===== src/mgpg_pkg.sv =====
package mgpg_pkg;

  // Defaults for the top-level parameters.
  localparam int MAX_MODULES_DEF = 32;
  localparam int GRID_SIDE_DEF   = 6;
  localparam int GROUP_SIZE_DEF  = 5;

  // Fixed field widths.
  localparam int POS_W      = 24;
  localparam int IDX_W      = 11;
  localparam int CNT_W      = 6;
  localparam int MODNUM_W   = 6;
  localparam int MODNUM_MAX = 63;
  localparam int CNT_RESET  = 25;
  localparam int POS_MAX    = 8388607;

  // Corners are held at twice their value; the derived corners need 27 bits.
  localparam int CORNER_W = 27;

  // Width of a weighted corner sum for a given grid side.
  function automatic int acc_width(input int grid_side);
    return CORNER_W + $clog2((grid_side - 1) * (grid_side - 1) + 1);
  endfunction

  typedef struct packed {
    logic             load;
    logic             corners;
    logic             prep;
    logic             issue;
    logic             row_end;
    logic             last;
    logic [IDX_W-1:0] idx;
  } mgpg_cmd_t;

  typedef struct packed {
    logic pipe_ready;
  } mgpg_stat_t;

endpackage


===== src/mgpg_ctrl.sv =====
module mgpg_ctrl #(
  parameter int MAX_MODULES = mgpg_pkg::MAX_MODULES_DEF,
  parameter int GRID_SIDE   = mgpg_pkg::GRID_SIDE_DEF,
  parameter int GROUP_SIZE  = mgpg_pkg::GROUP_SIZE_DEF
) (
  input  logic                       clk,
  input  logic                       rst,
  input  logic                       in_valid,
  output logic                       in_ready,
  input  logic                       first_module,
  input  logic                       cfg_we,
  input  logic [mgpg_pkg::CNT_W-1:0] cfg_wdata,
  input  mgpg_pkg::mgpg_stat_t       stat,
  output mgpg_pkg::mgpg_cmd_t        cmd
);

  localparam int IDX_W    = mgpg_pkg::IDX_W;
  localparam int MODNUM_W = mgpg_pkg::MODNUM_W;
  localparam int D        = GRID_SIDE - 1;
  localparam int RC_W     = $clog2(GRID_SIDE);
  localparam int MIG_W    = $clog2(GROUP_SIZE + 1);
  localparam int GE_W     = $clog2(mgpg_pkg::MODNUM_MAX + GROUP_SIZE + 1);
  localparam logic [IDX_W-1:0] GROUP_STRIDE = IDX_W'(GROUP_SIZE * GRID_SIDE * GRID_SIDE);
  localparam logic [IDX_W-1:0] ROW_STEP     = IDX_W'(GROUP_SIZE * GRID_SIDE - D);
  localparam logic [IDX_W-1:0] MOD_STEP     = IDX_W'(GRID_SIDE);

  typedef enum logic [3:0] {
    ST_IDLE   = 4'b0001,
    ST_CORNER = 4'b0010,
    ST_PREP   = 4'b0100,
    ST_RUN    = 4'b1000
  } state_t;

  state_t                  state, state_next;
  logic [mgpg_pkg::CNT_W-1:0] count;
  logic [MODNUM_W-1:0]     module_number;
  logic [MIG_W-1:0]        mig;
  logic [IDX_W-1:0]        mig_off;
  logic [GE_W-1:0]         grp_end;
  logic [IDX_W-1:0]        grp_base;
  logic [RC_W-1:0]         row, col;
  logic [IDX_W-1:0]        pt_idx;

  logic [MODNUM_W-1:0]     num_sel;
  logic [MIG_W-1:0]        mig_sel;
  logic [IDX_W-1:0]        mig_off_sel;
  logic [GE_W-1:0]         ge_sel;
  logic [IDX_W-1:0]        base_sel;
  logic [GE_W-1:0]         eff_cnt;
  logic                    accept, skip, last_col, last_row;

  // A new set restarts the numbering; otherwise the running counters stand.
  assign num_sel     = first_module ? '0 : module_number;
  assign mig_sel     = first_module ? '0 : mig;
  assign mig_off_sel = first_module ? '0 : mig_off;
  assign ge_sel      = first_module ? GE_W'(GROUP_SIZE) : grp_end;
  assign base_sel    = first_module ? '0 : grp_base;

  assign eff_cnt = (GE_W'(count) > GE_W'(MAX_MODULES)) ? GE_W'(MAX_MODULES) : GE_W'(count);
  // The module's group ends beyond the set: no points. This also covers a
  // module number at or beyond the count, since the group end exceeds it.
  assign skip    = ge_sel > eff_cnt;

  assign in_ready = (state == ST_IDLE);
  assign accept   = in_valid && in_ready;
  assign last_col = (col == RC_W'(D));
  assign last_row = (row == RC_W'(D));

  always_comb begin
    cmd         = '0;
    cmd.load    = accept;
    cmd.corners = (state == ST_CORNER);
    cmd.prep    = (state == ST_PREP);
    cmd.issue   = (state == ST_RUN) && stat.pipe_ready;
    cmd.row_end = last_col;
    cmd.last    = last_col && last_row;
    cmd.idx     = pt_idx;
  end

  always_comb begin
    state_next = state;
    unique case (state)
      ST_IDLE:   if (accept && !skip) state_next = ST_CORNER;
      ST_CORNER: state_next = ST_PREP;
      ST_PREP:   state_next = ST_RUN;
      ST_RUN:    if (cmd.issue && cmd.last) state_next = ST_IDLE;
      default:   state_next = ST_IDLE;
    endcase
  end

  always_ff @(posedge clk) begin
    if (rst) begin
      state         <= ST_IDLE;
      count         <= mgpg_pkg::CNT_W'(mgpg_pkg::CNT_RESET);
      module_number <= '0;
      mig           <= '0;
      mig_off       <= '0;
      grp_end       <= GE_W'(GROUP_SIZE);
      grp_base      <= '0;
    end else begin
      state <= state_next;
      if (cfg_we) count <= cfg_wdata;
      if (accept) begin
        module_number <= num_sel;
        mig           <= mig_sel;
        mig_off       <= mig_off_sel;
        grp_end       <= ge_sel;
        grp_base      <= base_sel;
        // The number sticks at its top value, and the group counters with it.
        if (num_sel != MODNUM_W'(mgpg_pkg::MODNUM_MAX)) begin
          module_number <= num_sel + 1'b1;
          if (mig_sel == MIG_W'(GROUP_SIZE - 1)) begin
            mig      <= '0;
            mig_off  <= '0;
            grp_end  <= ge_sel + GE_W'(GROUP_SIZE);
            grp_base <= base_sel + GROUP_STRIDE;
          end else begin
            mig     <= mig_sel + 1'b1;
            mig_off <= mig_off_sel + MOD_STEP;
          end
        end
      end
    end
  end

  always_ff @(posedge clk) begin
    if (accept) begin
      row    <= '0;
      col    <= '0;
      pt_idx <= base_sel + mig_off_sel;
    end else if (cmd.issue) begin
      if (last_col) begin
        col    <= '0;
        row    <= row + 1'b1;
        pt_idx <= pt_idx + ROW_STEP;
      end else begin
        col    <= col + 1'b1;
        pt_idx <= pt_idx + 1'b1;
      end
    end
  end

endmodule


===== config.mk =====
export PLATFORM = sky130hd
export DESIGN_NAME = mgpg_ctrl
export DESIGN_NICKNAME = d
export VERILOG_FILES = /design/src/mgpg_pkg.sv /design/src/mgpg_ctrl.sv
export SDC_FILE = /design/constraint.sdc
export NUM_CORES = 1
export LEC_CHECK = 0
export ABC_AREA = 1
export BUFFER_PORTS_ARGS = -buffer_cell sky130_fd_sc_hd__buf_2
export CAP_MARGIN = 15
export CORE_MARGIN = 3
export CORE_UTILIZATION = 45
export DETAILED_ROUTE_END_ITERATION = 10
export SLEW_MARGIN = 40
export SYNTH_ARGS = -nofsm -noshare
export SYNTH_HDL_FRONTEND = slang
export SYNTH_SLANG_ARGS = --single-unit

===== constraint.sdc =====
create_clock -name clk -period 5.4 [get_ports clk]
set_input_delay 1.08 -clock clk [delete_from_list [all_inputs] [get_ports clk]]
set_output_delay 1.08 -clock clk [all_outputs]
set_load 0.02 [all_outputs]

Word level (Yosys, flattened, before mapping)
Cells that the tools add are included.
{"block": "totals", "out_inout_bits": 18, "in_bits": 12, "ramBits": 0, "regBits": 65, "memories": 0, "wordCells": 63, "rom_bits": 0, "latch_bits": 0}
{"block": "op_classes", "n_div": 0, "n_addsub": 10, "n_bitwise": 0, "eq_ne": 10, "shift": 0, "reduce_logical": 9, "mul": 0, "order_cmp": 2, "n_mux": 22}
{"operator": "11-bit 2-to-1 mux", "count": 9}
{"operator": "7-bit 2-to-1 mux", "count": 3}
{"operator": "6-bit 2-to-1 mux", "count": 3}
{"operator": "4-bit one-hot mux with 4 select lines", "count": 1}
{"operator": "3-bit 2-to-1 mux", "count": 4}
{"operator": "11-bit by 1-bit adder with 11-bit output (second input constant)", "count": 1}
{"operator": "11-bit adder", "count": 1}
{"operator": "11-bit by 3-bit adder with 11-bit output (second input constant)", "count": 1}
{"operator": "11-bit by 5-bit adder with 11-bit output (second input constant)", "count": 1}
{"operator": "11-bit by 8-bit adder with 11-bit output (second input constant)", "count": 1}
{"operator": "3-bit by 1-bit adder with 3-bit output (second input constant)", "count": 3}
{"operator": "3-bit == test (second input constant)", "count": 3}
{"operator": "4-bit 2-to-1 mux", "count": 2}
{"operator": "7-bit by 3-bit adder with 7-bit output (second input constant)", "count": 1}
{"operator": "7-bit by 6-bit greater-than comparator with 1-bit output", "count": 1}
{"operator": "6-bit by 1-bit adder with 6-bit output (second input constant)", "count": 1}
{"operator": "6-bit greater-than comparator (second input constant)", "count": 1}
{"operator": "6-bit inequality test (second input constant)", "count": 1}
{"operator": "1-bit logical AND", "count": 5}
{"operator": "4-bit by 1-bit == test with 1-bit output (second input constant)", "count": 1}
{"operator": "4-bit by 2-bit == test with 1-bit output (second input constant)", "count": 1}
{"operator": "4-bit by 3-bit == test with 1-bit output (second input constant)", "count": 1}
{"operator": "4-bit == test (second input constant)", "count": 1}
{"operator": "2-bit by 1-bit inequality test with 1-bit output (second input constant)", "count": 2}
{"operator": "3 further kinds", "count": 4}

Longest topological paths before layout
{"block": "depth", "depth_word": 7, "depth_mapped": 18, "depth_no_buf": 15}

Worst setup path before layout
Ideal clock, no wire load.
{"block": "synth_timing", "kind": "input-to-reg", "from": "input first_module", "to": "register pt_idx[6], data pin", "path_buffers": 3, "slack_ns": 2.230, "t_arrival_ns": 2.917, "stages": 12, "path_cell_list": "buf_6 > buf_2 > buf_2 > nor2_1 > ha_1 > inv_1 > fa_1 > o21ai_0 > a21oi_1 > xor2_1 > nand2_1 > nand2_1"}
{"block": "synth_via", "elab_chain_cells": 3, "word_cells_on_any_way": 4, "cone_classes": "add/sub: 1; mux: 3"}
{"item": "start, declared", "line_no": "mgpg_ctrl.sv:10", "source": "input logic first_module,"}
{"item": "11-bit 2-to-1 mux", "line_no": "mgpg_ctrl.sv:57", "source": "assign base_sel = first_module ? '0 : grp_base;"}
{"item": "via base_sel[0]", "line_no": "mgpg_ctrl.sv:48", "source": "logic [IDX_W-1:0] base_sel;"}
{"item": "11-bit adder", "line_no": "mgpg_ctrl.sv:130", "source": "pt_idx <= base_sel + mig_off_sel;"}
{"item": "11-bit 2-to-1 mux", "line_no": "mgpg_ctrl.sv:127", "source": "if (accept) begin"}
{"item": "end signal, assigned", "line_no": "mgpg_ctrl.sv:130"}
{"item": "end signal, assigned", "line_no": "mgpg_ctrl.sv:135", "source": "pt_idx <= pt_idx + ROW_STEP;"}
{"item": "end signal, assigned", "line_no": "mgpg_ctrl.sv:138", "source": "pt_idx <= pt_idx + 1'b1;"}
{"item": "end, declared", "line_no": "mgpg_ctrl.sv:42", "source": "logic [IDX_W-1:0] pt_idx;"}
The timed path passes the listed nets, and every way through them passes these cells.
A chain may end at the register's enable or synchronous reset.

Final worst setup path
{"block": "layout_timing", "from": "input first_module", "to": "register pt_idx[7], data pin"}
{"block": "layout_via", "elab_chain_cells": 3, "word_cells_on_any_way": 4, "cone_classes": "add/sub: 1; mux: 3"}
{"item": "11-bit 2-to-1 mux (on tied branches)", "line_no": "mgpg_ctrl.sv:57, mgpg_ctrl.sv:55"}
{"item": "11-bit adder (*)", "line_no": "mgpg_ctrl.sv:130"}
{"item": "11-bit 2-to-1 mux (*)", "line_no": "mgpg_ctrl.sv:127"}
Mark *: on every way between the ends. The rest lies on a longest branch, timed or not.

==> flow_summary.ini <==
[outcome]
status = finished, final reports clean

[critical_path]
r2r_setup_slack_ns = 3.14
path_class = in -> reg
crit_required_ns = 5.49
cp-start-kind = input port
reg2regPathDepth = 11
r2r-end = pt_idx[8]
critPathMaxFanout = 25
worstPathArrival_ns = 3.14
crit_path_end_kind = register
r2r_start = grp_base[0]

[routing]
drc_errors = 0
wl_per_cell_um = 12.56
antenna_left = 0
firstDrtPassIters = 5
via_per_inst = 5.124
wl_um = 9938
drtIter0Drc = 220
via_count = 4053

[synth]
synth_top_family_by_area = simple AND/OR/NAND/NOR gates
synthSimpleGateAreaFrac_pct = 30.56
synth.area.mux_share_pct = 0
synth_fa_ha_area_share_pct = 8.275
ys_types = 43
ys_seq_area_share_pct = 32.64
syn_area_um2 = 4324
syn_nets = 677
synth_xor_area_share_pct = 1.823
synthCells = 637
yosysWarnings = 0
syn_area_per_cell_um2 = 6.788
synth_compound_area_share_pct = 15.42
yosys_register_bits = 65

[place]
port-buffer-count = 29
gp_congestion = 0.8806
dpl_cell_area_um2 = 4523
dp_hpwl_um = 7294

[hold_path]
min_to = mig_off[0]
hp-start = mig_off[0]
hp-class = reg -> reg
holdPathStages = 2

[timing]
rsz0062_at_grt = no
clock_skew_ns = 0.01263
setup_violations = 0
hold_viol = 0
final.setup.tns_ns = 0
period_needed_ns = 3.053
finalCritPeriodShare_pct = 56.54
slew_headroom_pct = 49.79
drv_slew = 0
worst-slew-pin-transition_ns = 0.7523
fmaxAchievable_ghz = 0.3275

[floorplan]
core-area_um2 = 9284
die_area_um2 = 10820
die_w_um = 104.0
io-pin-count = 30
start_util_pct = 46.58
die_h_um = 104.0
fp-row-count = 35

[global_routing]
grtUsageTotal_pct = 18.71
busiest_layer = met2
grt_pass1_wl_um = 16940
use_met3_pct = 3.414
grt_max_degree = 36
overflow = 0
grt_util_met2_pct = 30.27
antenna_found_initial = 0
grt_use_met1_pct = 24.97
grt_pass1_vias = 3715

[finish]
design_area_um2 = 4718
area_growth_pct = 9.115
nNetsFinal = 697
layout_commonest_cell = nand2_1
drive_gt1_share_pct = 10.27
diodes = 0
final_cell_mix = nand2_1 (139), inv_1 (91), nor2_1 (63)

[clocking]
cts-buffers-inserted = 9
cts_tree = built
cts-root-buf = clkbuf_8
cts_setup_buffers = 0
cts_resized = 0
cts.clk_slew.worst_paths_ns = 0.08
clock_latency_ns = 0.35
htreeDepth = 3
ctsHoldBuffers = 0
clockBufferDepth = 2
cts.sink_count = 65

[power_and_ir_drop]
p_per_area_nw_per_um2 = 263.9
leakagePower_nw = 2.242
vdd_drop_max_uv = 145.2

[run]
cap_viol_max_count = 0
## final cells by class
type                    instances  area [µm²]
inverters                      97       372.9
fillers                       962        4566
flip-flops and latches         65        1411
well taps                     129       161.4
clock inverters                 7       71.32
repair buffers                 30       152.6
multi-input cells             454        2425
clock buffers                   9       123.9
## flip-flops by register name, summed over array words and instances, names as in the netlist
register       flops
row                3
state              4
grp_end            7
mig_off           11
module_number      6
count              6
mig                3
grp_base          11
pt_idx            11
col                3
## worst max-delay path, cell delays in order
cell and delay, ns:
buf_2 0.42, inv_6 0.19, nand2_1 0.20, inv_1 0.09, ha_1 0.31, nand3_1 0.09
nand3_1 0.14, nand3_1 0.10, nand2_1 0.08, o21ai_0 0.30, o21ai_0 0.13
## how the worst max path moves through the flow
stage | startpoint | end | slack, ns | cells after the start
global placement | first_module | pt_idx[8] | 2.05 | 12
global route | first_module | pt_idx[8] | 2.09 | 12
CTS | first_module | module_number[0] | 2.36 | 13
finish | first_module | pt_idx[7] | 2.35 | 11
detailed placement | first_module | pt_idx[7] | 1.99 | 11
floorplan | first_module | pt_idx[6] | 2.23 | 12
## routing by layer
metal / wire length (µm) / vias to the layer above / share of wire [%]
li1: - / 2121 / -
met1: 4661 / 1821 / 47
met2: 4615 / 99 / 46
met3: 544 / 12 / 5.5
met4: 116 / 0 / 1.2
met5: 0 / - / 0
## Yosys cell counts, drive strengths merged
| library cell | n | area share, % |
|---|---|---|
| nor3 | 11 | 1.4 |
| ha | 27 | 7.8 |
| edfxtp | 11 | 7.6 |
| nor4 | 3 | 0.43 |
| a21oi | 57 | 6.6 |
| a21boi | 1 | 0.17 |
| a211oi | 1 | 0.17 |
| or2 | 1 | 0.14 |
| o21ai | 49 | 5.7 |
| clkbuf | 5 | 0.43 |
| xor2 | 6 | 1.2 |
| nor2 | 68 | 7.0 |
| o21bai | 2 | 0.35 |
| buf | 16 | 2.2 |
| nand3b | 2 | 0.35 |
| a41oi | 1 | 0.20 |
| xnor2 | 3 | 0.61 |
| fa | 1 | 0.46 |
| a22o | 1 | 0.20 |
| o221ai | 2 | 0.41 |
| a22oi | 2 | 0.35 |
| nand3 | 52 | 6.0 |
| o21a | 1 | 0.17 |
| clkinv | 1 | 0.12 |
| dfxtp | 54 | 25 |
| nand4 | 9 | 1.4 |
| inv | 96 | 8.5 |
| o211ai | 4 | 0.69 |
| a31oi | 3 | 0.43 |
| nand2 | 147 | 14 |
## stage by stage
step	hold WS [ns]	power [mW]	utilization (%)	setup slack (ns)	instances
3_5_place_dp	0.4400	0.8383	48.72	1.987	775
4_1_cts	0.4513	1.263	50.82	2.362	791
3_3_place_gp	0.4331	0.8349	48.72	2.054	775
6_report	0.4449	1.245	50.82	2.347	791
2_1_floorplan	0.4216	0.7750	-	2.230	637
5_1_grt	0.4838	1.323	50.82	2.094	791
## report_power, final
| part | switching (mW) | internal [mW] | total, mW |
|---|---|---|---|
| Combinational | 0.174 | 0.0823 | 0.256 |
| Clock | 0.207 | 0.213 | 0.420 |
| Sequential | 0.0288 | 0.540 | 0.569 |
| Total | 0.410 | 0.835 | 1.25 |
## cells by family after synthesis
group | count (synthesis)
buffers and inverters | 118
XOR/XNOR | 9
AND/OR/NAND/NOR | 293
flip-flops | 65
adder cells (fa/ha/maj) | 28
AO/OA/AOI/OAI | 124
(Power assumes the default switching activity.)
